===== src/rtl/mzg_pkg.sv =====
// ----------------------------------------------------------------------------
// mzg_pkg
// shared types and constants of the depth-first maze generator
// ----------------------------------------------------------------------------
package mzg_pkg;

    // carving directions, two cells a step
    typedef enum logic [1:0] {
        DIR_UP    = 2'd0,
        DIR_DOWN  = 2'd1,
        DIR_LEFT  = 2'd2,
        DIR_RIGHT = 2'd3
    } t_dir;

    // direction order, entry 0 in the low bits
    typedef logic [3:0][1:0] t_order;

    localparam t_order ORDER_RESET = {DIR_RIGHT, DIR_LEFT, DIR_DOWN, DIR_UP};

    // galois lfsr feedback mask
    localparam logic [31:0] LFSR_MASK = 32'h8020_0003;

    // control toward the shuffle unit
    typedef struct packed {
        logic load;   // take a new seed
        logic mix;    // four draws and swaps on the order
    } t_shuf_ctrl;

    typedef enum logic [3:0] {
        ST_IDLE,
        ST_CLEAR,
        ST_STEP,
        ST_CHECK,
        ST_MID,
        ST_POP,
        ST_OUT_RD,
        ST_OUT_LD,
        ST_OUT_WAIT
    } t_state;

endpackage


===== src/rtl/mzg_shuffle.sv =====
// ----------------------------------------------------------------------------
// mzg_shuffle
// random generator and shared direction order, reshuffled on cell entry
// ----------------------------------------------------------------------------
module mzg_shuffle (
    input  logic               i_clk,
    input  logic               i_rst_n,
    input  mzg_pkg::t_shuf_ctrl i_ctrl,
    input  logic [31:0]        i_seed,
    output mzg_pkg::t_order    o_order
);
    import mzg_pkg::*;

    logic [31:0] r_lfsr;
    t_order      r_order;
    logic [31:0] n_lfsr;
    t_order      n_order;
    logic [1:0]  w_pick;
    logic [1:0]  w_swap;

    // four dependent draws, each one lfsr step and one swap
    always_comb begin
        n_lfsr  = r_lfsr;
        n_order = r_order;
        w_pick  = '0;
        w_swap  = '0;
        for (int i = 0; i < 4; i++) begin
            n_lfsr     = {1'b0, n_lfsr[31:1]} ^ (n_lfsr[0] ? LFSR_MASK : 32'h0);
            w_pick     = n_lfsr[1:0];
            w_swap     = n_order[i];
            n_order[i] = n_order[w_pick];
            n_order[w_pick] = w_swap;
        end
    end

    always_ff @(posedge i_clk) begin
        if (!i_rst_n) begin
            r_lfsr  <= '0;
            r_order <= ORDER_RESET;
        end else if (i_ctrl.load) begin
            r_lfsr <= i_seed;
        end else if (i_ctrl.mix) begin
            r_lfsr  <= n_lfsr;
            r_order <= n_order;
        end
    end

    assign o_order = r_order;

endmodule


===== src/rtl/maze_generator_dfs_top.sv =====
// ----------------------------------------------------------------------------
// maze_generator_dfs_top
// depth-first maze generator: one seed in, one wall bitmap per row out
// ----------------------------------------------------------------------------
//
//  channel  | direction | handshake            | payload
//  ---------+-----------+----------------------+---------------------------------
//  seed     | in        | i_valid / o_stall    | i_seed
//  row      | out       | o_valid / i_stall    | o_row_index, o_row_bits, o_last
//
//  one seed transaction yields SIZE row transactions, row 0 first
//  a maze runs: accept, clear of every row, then the walk (each try checks
//    bounds, an in-bounds try reads the grid, a vertical carve writes the
//    wall row too, a backtrack pops a frame), then each row is read and sent
//  reset is synchronous, active low; the direction order survives between mazes
//  o_stall is high from acceptance until the last row transaction completes
//  a stalled row holds in the output register until taken
//
module maze_generator_dfs_top #(
    parameter int SIZE = 15
) (
    input  logic        i_clk,
    input  logic        i_rst_n,
    input  logic        i_valid,
    output logic        o_stall,
    input  logic [31:0] i_seed,
    output logic        o_valid,
    input  logic        i_stall,
    output logic [3:0]  o_row_index,
    output logic [14:0] o_row_bits,
    output logic        o_last
);
    import mzg_pkg::*;

    // cell coordinate width, stack geometry
    localparam int RW   = $clog2(SIZE);
    localparam int HALF = (SIZE - 1) / 2;
    localparam int CAP  = HALF * HALF + 1;
    localparam int SW   = $clog2(CAP);
    localparam int DW   = $clog2(CAP + 1);
    localparam int FW   = 2 * RW + 3;

    localparam logic [RW-1:0] LAST_ROW = RW'(SIZE - 1);
    localparam logic [RW-1:0] LIM_HI   = RW'(SIZE - 3);  // highest row/col that can step +2
    localparam logic [RW-1:0] EXIT_ROW = RW'(SIZE - 2);

    // ------------------------------------------------------------------
    // state
    // ------------------------------------------------------------------
    t_state          r_state, n_state;
    logic [RW-1:0]   r_cnt, n_cnt;          // clear / readout row counter
    logic [DW-1:0]   r_depth, n_depth;      // frames including the top one
    logic [RW-1:0]   r_top_row, n_top_row;  // top frame is held in registers
    logic [RW-1:0]   r_top_col, n_top_col;
    logic [2:0]      r_top_idx, n_top_idx;
    logic [RW-1:0]   r_nr, n_nr;            // candidate cell under test
    logic [RW-1:0]   r_nc, n_nc;
    t_dir            r_dir, n_dir;

    logic            r_out_valid, n_out_valid;
    logic [3:0]      r_out_idx, n_out_idx;
    logic [14:0]     r_out_bits, n_out_bits;
    logic            r_out_last, n_out_last;

    // grid memory, one row per entry, bit = column, 1 = open
    logic [SIZE-1:0] r_grid [SIZE];
    logic [SIZE-1:0] r_grid_rdata;
    logic            w_grid_we;
    logic [RW-1:0]   w_grid_waddr;
    logic [SIZE-1:0] w_grid_wdata;
    logic [RW-1:0]   w_grid_raddr;

    // frame stack memory below the top frame: {row, col, loop index}
    logic [FW-1:0]   r_stack [CAP];
    logic [FW-1:0]   r_stack_rdata;
    logic            w_stk_we;
    logic [SW-1:0]   w_stk_waddr;
    logic [SW-1:0]   w_stk_raddr;

    t_shuf_ctrl      w_shuf;
    t_order          w_order;

    t_dir            w_try_dir;
    logic            w_in_bounds;
    logic [RW-1:0]   w_try_row;
    logic [RW-1:0]   w_try_col;
    logic [RW-1:0]   w_mid_row;
    logic [RW-1:0]   w_mid_col;
    logic [SIZE-1:0] w_row_view;
    logic [SIZE+14:0] w_row_ext;
    logic [RW+3:0]   w_idx_ext;

    // ------------------------------------------------------------------
    // random generator and shared direction order
    // ------------------------------------------------------------------
    mzg_shuffle u_shuffle (
        .i_clk   (i_clk),
        .i_rst_n (i_rst_n),
        .i_ctrl  (w_shuf),
        .i_seed  (i_seed),
        .o_order (w_order)
    );

    // ------------------------------------------------------------------
    // memories: synchronous write, registered read
    // a read of a row in the cycle it is written is never used by the sequencer
    // ------------------------------------------------------------------
    always_ff @(posedge i_clk) begin
        if (w_grid_we) begin
            r_grid[w_grid_waddr] <= w_grid_wdata;
        end
        r_grid_rdata <= r_grid[w_grid_raddr];
    end

    always_ff @(posedge i_clk) begin
        if (w_stk_we) begin
            r_stack[w_stk_waddr] <= {r_top_row, r_top_col, r_top_idx};
        end
        r_stack_rdata <= r_stack[w_stk_raddr];
    end

    // ------------------------------------------------------------------
    // candidate step from the top frame
    // ------------------------------------------------------------------
    always_comb begin
        w_try_dir = t_dir'(w_order[r_top_idx[1:0]]);
        w_try_row = r_top_row;
        w_try_col = r_top_col;
        w_in_bounds = 1'b0;
        unique case (w_try_dir)
            DIR_UP: begin
                w_try_row   = r_top_row - RW'(2);
                w_in_bounds = (r_top_row >= RW'(2));
            end
            DIR_DOWN: begin
                w_try_row   = r_top_row + RW'(2);
                w_in_bounds = (r_top_row <= LIM_HI);
            end
            DIR_LEFT: begin
                w_try_col   = r_top_col - RW'(2);
                w_in_bounds = (r_top_col >= RW'(2));
            end
            DIR_RIGHT: begin
                w_try_col   = r_top_col + RW'(2);
                w_in_bounds = (r_top_col <= LIM_HI);
            end
            default: begin
                w_in_bounds = 1'b0;
            end
        endcase
    end

    // wall cell between parent and child
    assign w_mid_row = (r_dir == DIR_UP)   ? r_nr + RW'(1) : r_nr - RW'(1);
    assign w_mid_col = (r_dir == DIR_LEFT) ? r_nc + RW'(1) : r_nc - RW'(1);

    // readout view: add entrance and exit openings
    always_comb begin
        w_row_view = r_grid_rdata;
        if (r_cnt == RW'(1)) begin
            w_row_view = w_row_view | SIZE'(1);
        end
        if (r_cnt == EXIT_ROW) begin
            w_row_view = w_row_view | (SIZE'(1) << LAST_ROW);
        end
    end

    assign w_row_ext = {15'b0, w_row_view};
    assign w_idx_ext = {4'b0, r_cnt};

    // ------------------------------------------------------------------
    // sequencer: next state and memory controls
    // ------------------------------------------------------------------
    always_comb begin
        n_state     = r_state;
        n_cnt       = r_cnt;
        n_depth     = r_depth;
        n_top_row   = r_top_row;
        n_top_col   = r_top_col;
        n_top_idx   = r_top_idx;
        n_nr        = r_nr;
        n_nc        = r_nc;
        n_dir       = r_dir;
        n_out_valid = r_out_valid;
        n_out_idx   = r_out_idx;
        n_out_bits  = r_out_bits;
        n_out_last  = r_out_last;

        w_grid_we    = 1'b0;
        w_grid_waddr = r_cnt;
        w_grid_wdata = '0;
        w_grid_raddr = r_cnt;
        w_stk_we     = 1'b0;
        w_stk_waddr  = SW'(r_depth - DW'(1));
        w_stk_raddr  = SW'(r_depth - DW'(2));
        w_shuf       = '0;

        unique case (r_state)
            ST_IDLE: begin
                if (i_valid) begin
                    w_shuf.load = 1'b1;
                    n_cnt       = '0;
                    n_state     = ST_CLEAR;
                end
            end

            // all walls, except the start cell which is opened on the way
            ST_CLEAR: begin
                w_grid_we    = 1'b1;
                w_grid_waddr = r_cnt;
                w_grid_wdata = (r_cnt == RW'(1)) ? SIZE'(2) : '0;
                if (r_cnt == LAST_ROW) begin
                    w_shuf.mix = 1'b1;
                    n_top_row  = RW'(1);
                    n_top_col  = RW'(1);
                    n_top_idx  = '0;
                    n_depth    = DW'(1);
                    n_state    = ST_STEP;
                end else begin
                    n_cnt = r_cnt + RW'(1);
                end
            end

            ST_STEP: begin
                if (r_top_idx[2]) begin
                    // frame exhausted: backtrack or finish
                    if (r_depth == DW'(1)) begin
                        n_cnt   = '0;
                        n_state = ST_OUT_RD;
                    end else begin
                        n_depth = r_depth - DW'(1);
                        n_state = ST_POP;
                    end
                end else begin
                    n_top_idx = r_top_idx + 3'd1;
                    if (w_in_bounds) begin
                        w_grid_raddr = w_try_row;
                        n_nr    = w_try_row;
                        n_nc    = w_try_col;
                        n_dir   = w_try_dir;
                        n_state = ST_CHECK;
                    end
                end
            end

            ST_CHECK: begin
                if (r_grid_rdata[r_nc]) begin
                    n_state = ST_STEP;
                end else begin
                    // open child; horizontal wall shares its row
                    w_grid_we    = 1'b1;
                    w_grid_waddr = r_nr;
                    w_grid_wdata = r_grid_rdata | (SIZE'(1) << r_nc);
                    if (r_dir == DIR_LEFT || r_dir == DIR_RIGHT) begin
                        w_grid_wdata = w_grid_wdata | (SIZE'(1) << w_mid_col);
                        n_state      = ST_STEP;
                    end else begin
                        w_grid_raddr = w_mid_row;
                        n_state      = ST_MID;
                    end
                    // push parent, child becomes top
                    w_stk_we   = 1'b1;
                    w_shuf.mix = 1'b1;
                    n_top_row  = r_nr;
                    n_top_col  = r_nc;
                    n_top_idx  = '0;
                    n_depth    = r_depth + DW'(1);
                end
            end

            ST_MID: begin
                w_grid_we    = 1'b1;
                w_grid_waddr = w_mid_row;
                w_grid_wdata = r_grid_rdata | (SIZE'(1) << r_nc);
                n_state      = ST_STEP;
            end

            ST_POP: begin
                {n_top_row, n_top_col, n_top_idx} = r_stack_rdata;
                n_state = ST_STEP;
            end

            ST_OUT_RD: begin
                w_grid_raddr = r_cnt;
                n_state      = ST_OUT_LD;
            end

            ST_OUT_LD: begin
                n_out_valid = 1'b1;
                n_out_idx   = w_idx_ext[3:0];
                n_out_bits  = w_row_ext[14:0];
                n_out_last  = (r_cnt == LAST_ROW);
                n_state     = ST_OUT_WAIT;
            end

            ST_OUT_WAIT: begin
                if (!i_stall) begin
                    n_out_valid = 1'b0;
                    if (r_out_last) begin
                        n_state = ST_IDLE;
                    end else begin
                        n_cnt   = r_cnt + RW'(1);
                        n_state = ST_OUT_RD;
                    end
                end
            end

            default: begin
                n_state = ST_IDLE;
            end
        endcase
    end

    // ------------------------------------------------------------------
    // registers
    // ------------------------------------------------------------------
    always_ff @(posedge i_clk) begin
        if (!i_rst_n) begin
            r_state     <= ST_IDLE;
            r_out_valid <= 1'b0;
            r_depth     <= '0;
            r_top_idx   <= '0;
            r_cnt       <= '0;
        end else begin
            r_state     <= n_state;
            r_out_valid <= n_out_valid;
            r_depth     <= n_depth;
            r_top_idx   <= n_top_idx;
            r_cnt       <= n_cnt;
        end
    end

    // datapath registers, no reset needed
    always_ff @(posedge i_clk) begin
        r_top_row  <= n_top_row;
        r_top_col  <= n_top_col;
        r_nr       <= n_nr;
        r_nc       <= n_nc;
        r_dir      <= n_dir;
        r_out_idx  <= n_out_idx;
        r_out_bits <= n_out_bits;
        r_out_last <= n_out_last;
    end

    assign o_stall     = (r_state != ST_IDLE);
    assign o_valid     = r_out_valid;
    assign o_row_index = r_out_idx;
    assign o_row_bits  = r_out_bits;
    assign o_last      = r_out_last;

    // ------------------------------------------------------------------
    // assertions
    // ------------------------------------------------------------------
    // the walk always has a top frame while carving
    a_depth_live: assert property (@(posedge i_clk) disable iff (!i_rst_n)
        (r_state == ST_STEP || r_state == ST_CHECK || r_state == ST_POP)
            |-> (r_depth != '0))
        else $error("frame stack empty during carving");

    // loop index never runs past four directions
    a_idx_range: assert property (@(posedge i_clk) disable iff (!i_rst_n)
        (r_state == ST_STEP) |-> (r_top_idx <= 3'd4))
        else $error("loop index out of range");

    // no new seed is taken while rows are still pending
    a_no_overlap: assert property (@(posedge i_clk) disable iff (!i_rst_n)
        o_valid |-> o_stall)
        else $error("seed input open while a row is pending");

    // the last row ends the maze and frees the input
    a_last_idle: assert property (@(posedge i_clk) disable iff (!i_rst_n)
        (o_valid && !i_stall && o_last) |=> (!o_stall && !o_valid))
        else $error("block not idle after last row");

endmodule

===== config.mk =====
export PLATFORM = sky130hd
export DESIGN_NAME = maze_generator_dfs_top
export DESIGN_NICKNAME = d
export VERILOG_FILES = /design/src/rtl/mzg_pkg.sv /design/src/rtl/mzg_shuffle.sv /design/src/rtl/maze_generator_dfs_top.sv
export SDC_FILE = /design/constraint.sdc
export NUM_CORES = 1
export LEC_CHECK = 0
export BUFFER_PORTS_ARGS = -buffer_cell sky130_fd_sc_hd__buf_4
export CELL_PAD_IN_SITES_DETAIL_PLACEMENT = 1
export CELL_PAD_IN_SITES_GLOBAL_PLACEMENT = 1
export CORE_ASPECT_RATIO = 0.6
export CORE_MARGIN = 4
export CORE_UTILIZATION = 25
export DETAILED_ROUTE_END_ITERATION = 6
export GPL_TIMING_DRIVEN = 0
export HOLD_SLACK_MARGIN = 0.12
export PLACE_DENSITY_LB_ADDON = 0.1
export SLEW_MARGIN = 40
export SYNTH_ARGS = -nofsm -noshare
export SYNTH_HDL_FRONTEND = slang
export SYNTH_SLANG_ARGS = --single-unit

===== constraint.sdc =====
create_clock -name i_clk -period 5.15 [get_ports i_clk]
set_clock_uncertainty 0.15 [all_clocks]
set_input_delay 0 -clock i_clk [delete_from_list [all_inputs] [get_ports i_clk]]
set_output_delay 0 -clock i_clk [all_outputs]
set_load 0.005 [all_outputs]

# Word level (Yosys, flattened, before mapping)
# Memories as Yosys holds them, arrays and structs flattened. A register that Yosys moved wholly into a read port is not among the register bits.
# Index checks and enable logic that the tools add are counted.
[classes] add_sub_neg=13 n_reduce_logical=26 n_eq_ne=28 shifts=2 n_bitwise=8 muxes=91 order_cmp=14
[op_table] cell="$mux W32" n=6
[op_table] cell="$xor A31 B32 Y32" n=4
[op_table] cell="$mux W4" n=21
[op_table] cell="$pmux W15 S3" n=1
[op_table] cell="$bwmux W8" n=4
[op_table] cell="$pmux W4 S2" n=4
[op_table] cell="$pmux W4 S8" n=1
[op_table] cell="$mux W15" n=2
[op_table] cell="$or A15 B15 Y15" n=2
[op_table] cell="$shl A1 B4 Y15 const A" n=2
[op_table] cell="$mux W6" n=4
[op_table] cell="$pmux W4 S3" n=2
[op_table] cell="$mux W2" n=11
[op_table] cell="$bmux W2 S2" n=5
[op_table] cell="$ne A2 B2 Y1 const B" n=10
[op_table] cell="$mux W3" n=6
[op_table] cell="$pmux W6 S3" n=1
[op_table] cell="$demux W2 S2" n=4
[op_table] cell="$eq A4 B3 Y1 const B" n=4
[op_table] cell="$pmux W4 S4" n=1
[op_table] cell="$lt A2 B3 Y1 const B" n=5
[op_table] cell="$add A4 B1 Y4 const B" n=3
[op_table] cell="$eq A4 B4 Y1 const B" n=3
[op_table] cell="$mux W1" n=12
[op_table] cell="other kinds (35)" n=64
[word_totals] out_inout_bits=22 word_cells=204 register_bits=96 ramBits=775 mem_count=2 in_bits=36
[mem_list] name="r_stack" depth=50 word_bits=11 rd=1 rd_ports_with_merged_regs=1 write_ports=1 line="maze_generator_dfs_top.sv:74" text="logic [FW-1:0] r_stack [CAP];"
[mem_list] name="r_grid" depth=15 word_bits=15 rd=1 rd_ports_with_merged_regs=1 write_ports=1 line="maze_generator_dfs_top.sv:66" text="logic [SIZE-1:0] r_grid [SIZE];"

# Longest topological paths before layout
[depth] depth_word=16 ltp_mapped=15 mapped_depth_nobuf=13

# Modules after synthesis
# Synthesis repeated with hierarchy kept, for this count alone.
[unflattened] cells_unflattened=2198 hier_area_um2=37518.5
[modules_own_cells] mod="maze_generator_dfs_top" n_inst=1 cells_per_inst=1841 seq_area_each_um2=25294.3 area_each_um2=34623.2
[modules_own_cells] mod="mzg_shuffle" n_inst=1 cells_per_inst=357 seq_area_each_um2=800.8 area_each_um2=2895.3

# Least setup slack after synthesis
# Ideal clock, no wire load.
[synth_timing] path_type="reg2reg" start="register r_depth[0]" end="memory r_stack[48][0] (netlist bit), enable pin" arrival_time_ns=3.653 setup_ns=0.393 slack_ns=0.954 required_time_ns=4.607 n_path_buf=4 period_less_slack_ns=4.196 stages_incl_launch_ff=10 cell_sequence="dfxtp_1 clkbuf_1 clkbuf_1 clkbuf_1 clkbuf_1 inv_1 ha_1 xnor2_1 nand4_1 nor3_1"
[synth_via] elab_chain_cells=1
[synth_rtl] item="from (decl)" line="maze_generator_dfs_top.sv:52" text="logic [DW-1:0] r_depth, n_depth;"
[synth_rtl] item="from (signal assigned)" line="maze_generator_dfs_top.sv:327" text="r_depth <= n_depth;"
[synth_rtl] item="$sub A6 B1 Y6" line="maze_generator_dfs_top.sv:194" text="w_stk_waddr = SW'(r_depth - DW'(1));"
[synth_rtl] item="to (decl)" line="maze_generator_dfs_top.sv:74"
# Every way passes these cells.

# Worst setup path after layout
[layout_timing] start="register r_top_row[1]" end="register r_grid_rdata[14] (read register of r_grid)"
[layout_via] elab_chain_cells=5 elab_cells_between_ends=9 classes_between="add/sub: 2; order compare: 2; mux: 5"
[layout_rtl] item="from (decl)" line="maze_generator_dfs_top.sv:53" text="logic [RW-1:0] r_top_row, n_top_row;"
[layout_rtl] item="from (signal assigned)" line="maze_generator_dfs_top.sv:335" text="r_top_row <= n_top_row;"
[layout_rtl] item="$add A4 B2 Y4, or another cell as far along" line="maze_generator_dfs_top.sv:136" text="w_try_row = r_top_row + RW'(2);"
[layout_rtl] item="$pmux W4 S2 / $pmux W1 S4 (equally long branches)" line="maze_generator_dfs_top.sv:130" text="unique case (w_try_dir)"
[layout_rtl] item="$mux W4 *" line="maze_generator_dfs_top.sv:236" text="if (w_in_bounds) begin"
[layout_rtl] item="$mux W4 *" line="maze_generator_dfs_top.sv:225" text="if (r_top_idx[2]) begin"
[layout_rtl] item="$pmux W4 S2 *" line="maze_generator_dfs_top.sv:198" text="unique case (r_state)"
[layout_rtl] item="to (decl)" line="maze_generator_dfs_top.sv:67" text="logic [SIZE-1:0] r_grid_rdata;"
# Every way passes the cells marked *; elsewhere a longest branch is shown, timed or not.
# A chain may end at the register's enable or synchronous reset.

==> qor.csv <==
metric,value,unit
status,"finished, final reports clean",
core footprint,0.148,mm2
Max-Slew Margin vs Limit,40.2,%
first-pass GRT wire length,180000,um
CP bufs+invs,2,
clock buffer count from CTS,94,
IO buf count,56,
WL final,127000,um
Design Power,0.0222,W
DRT iter0 DRCs,1820,
crit path launch type,register,
Max-Cap Viols,0,
Post-synth EDFFs,813,
Worst Hold Launch,i_rst_n,
Area growth syn-to-layout,23.2,%
Top Ports,58,
clk sink count,897,
CP arrival,5.35,ns
fin cells,4678,
met2 WL post-DR,50200,um
"CTS clk-pin slew, worst paths",0.06,ns
measured slew at the worst slew-check pin,0.897,ns
Vias,22600,
Max stage delay on crit path,0.73,ns
FMAX,0.202,GHz
area of the die,0.155,mm2
Mapped Avg Cell Area,16.3,um2
Tmin final,4.94,ns
RSZ-0062 raised after global routing,false,
Mapped Area,0.0372,mm2
M1 WL,66400,um
asr flop ratio synth,0,%
# nets final,2673,
number of distinct library cells after synthesis,76,
vias per cell,4.83,
ys flop type,edfxtp_1,
WL/cell,27.2,um
Yosys Warn Count,0,
Reg-to-Reg Start,r_top_row[1],
Final setup viols,0,
global router's overall resource usage,16.2,%
VDD IR max,0.248,mV
antenna violations before repair,12,
aggregate global routing overflow,0,
placed cells,4397,
vias in the first global route,23500,
register area share after synthesis,70.2,%
Initial Utilization,25.2,%
"delay-heaviest family, CP",compound AO/OA/AOI/OAI gates,
Critical Path Fanout Max,10,
CTS tree,built,
Root Driver,clkbuf_16,
crit path kind,reg2reg,
Syn Inst Count,2285,
Min-Delay Path Class,in2reg,
Leak,14.3,nW
Die Width,506,um
max-slew violations,0,
slowest CP cell,o32ai_1,
Antenna Nets Post-Route,0,
crit share post-route,95.9,%
Rows,109,
DRC violations left,0,
Syn Nets,2354,
CP required,5.56,ns
CP startpoint,r_top_row[1],
H-tree levels,3,
Yosys reg bits,897,
Critical Path End Type,register,
PD cells,485,mW/mm2
R2R depth,12,
layout cells sized above 1,23.4,%
largest net degree at the start of global routing,51,
fillers,15300,
pre-CTS WS,-0.674,ns
Clock Path Buffers,3,
DR top layer,met5,
WP depth,12,
1st-pass router iterations,5,
WHS Path Cells,4,
met3 wire length,8750,um
gp weighted congestion,0.833,
"Clk Latency, worst-skew pair",0.71,ns
DP Wirelength,91900,um
final hold vios,0,
Die Y,307,um
setup ws final,0.211,ns
"Cell Chain, Critical Path",buf_8 -> ha_1 -> nor2b_1 -> or4_1 -> mux4_2 -> a211oi_1 -> a311oi_2 -> buf_2 -> nand2_2 -> nand2_1 -> o32ai_1 -> a221o_1,
layout by cell type, fill, tap and decap left out, drive strengths merged, types with 13 or more instances in the layout:
cell type and count:
edfxtp 813, clkbuf 216, buf 172, mux4 171
nand2 169, nor2 138, dlygate4sd3 103, o21ai 93
a21oi 92, dfxtp 84, nand3 62, a22oi 48
a21boi 41, and3 39, mux2i 38, clkinv 35
ha 32, inv 26, a211oi 24, xnor2 21
nor2b 19, a221oi 19, nor3 14, a31oi 13
a311oi 13
flip-flops by register name, indices dropped and copies added (netlist names):
signal and cells:
r_stack_rdata 11, r_grid_rdata 15, r_state 4, r_top_idx 3, o_row_index 4, r_depth 6, r_cnt 4, o_last 1
o_row_bits 15, r_nc 4, r_top_col 4, r_stack 550, r_nr 4, r_top_row 4, u_shuffle.r_lfsr 32, r_grid 225
u_shuffle.o_order 8, r_dir 2, o_valid 1
final timing paths:
path	to	slack [ns]
max reg2reg	r_grid_rdata[14]	0.21
min reg2reg	r_top_row[3]	0.35
min	u_shuffle.o_order[6]	0.34
max	r_grid_rdata[14]	0.21
Yosys cell counts, drive strengths merged, types with 13 or more instances:
cell	instances	area [um2]
nor2	138	523
a221oi	19	166
nor3	14	70.1
and3	39	244
a22oi	48	360
nand3	62	310
nand2	169	639
mux4	171	3850
o21ai	93	473
edfxtp	813	24400
a311oi	13	114
a31oi	13	87.6
clkbuf	94	353
mux2i	38	380
buf	51	284
inv	23	86.3
a21boi	41	308
dfxtp	84	1680
a21oi	92	460
xnor2	21	184
nor2b	19	119
a211oi	24	180
ha	32	400
worst reg2reg max path, delay by kind of cell, from the launching register on:
family | cells | cell delay, ns
compound gates | 4 | 1.66
simple gates | 4 | 1.09
flops | 1 | 0.60
mux | 1 | 0.60
buf+inv | 2 | 0.50
fa+ha+maj | 1 | 0.21
through the flow:
stage	hold slack (ns)	cell area, um2	TNS [ns]	util [%]
floorplan	-0.0108	37200	0	-
global placement	0.131	40100	-815.46	27.2
detailed placement	0.146	41400	-245.91	28.1
CTS	0.248	45700	0	30.9
global route	0.371	45800	0	31.0
finish	0.342	45800	0	31.0
cell type report:
type / instances / area [um2] / share of cell area (%)
antenna: 4 / 10.0 / 0.0218
buffer: 143 / 671 / 1.46
clock buffer: 123 / 2490 / 5.44
clock inverter: 45 / 432 / 0.942
inverter: 23 / 86.3 / 0.188
multi-input combinational: 1220 / 11200 / 24.4
sequential: 897 / 26100 / 57.0
tap: 1998 / 2500 / 5.46
timing repair buffer: 225 / 2350 / 5.14
layer usage:
| metal | vias up | global-route usage (%) |
|---|---|---|
| met3 | 136 | 4.39 |
| met2 | 558 | 21.7 |
| met5 | - | 0 |
| met1 | 12100 | 25.7 |
| li1 | 9767 | - |
| met4 | 6 | 3.06 |
where the power goes:
group	total (W)	leakage (nW)	internal, W	switching (W)
clock	0.00666	1.41	0.00364	0.00302
combinational	0.00686	5.11	0.00240	0.00446
sequential	0.00872	7.74	0.00838	0.000343
repair_timing:
action | in CTS | in global routing
buffers inserted | 4 | 4
pin swaps | 2 | 2
hold buffers | 103 | 0
endpoints found under the setup margin | 546 | 213
gates resized for setup | 53 | 11
hold endpoints to repair | 58 | 0
logic make-up (layout without fill, tap and decap cells):
kind of cell	Yosys count	count (layout)	share of synthesized area, %
compound gates	444	444	8.28
xor+xnor	34	34	0.841
fa+ha+maj	33	33	1.13
buf+inv	168	559	1.94
flops	897	897	70.2
mux	214	214	11.5
other cells	0	4	0
simple gates	495	495	6.11
Note: power is estimated with default switching activity, not from simulation.
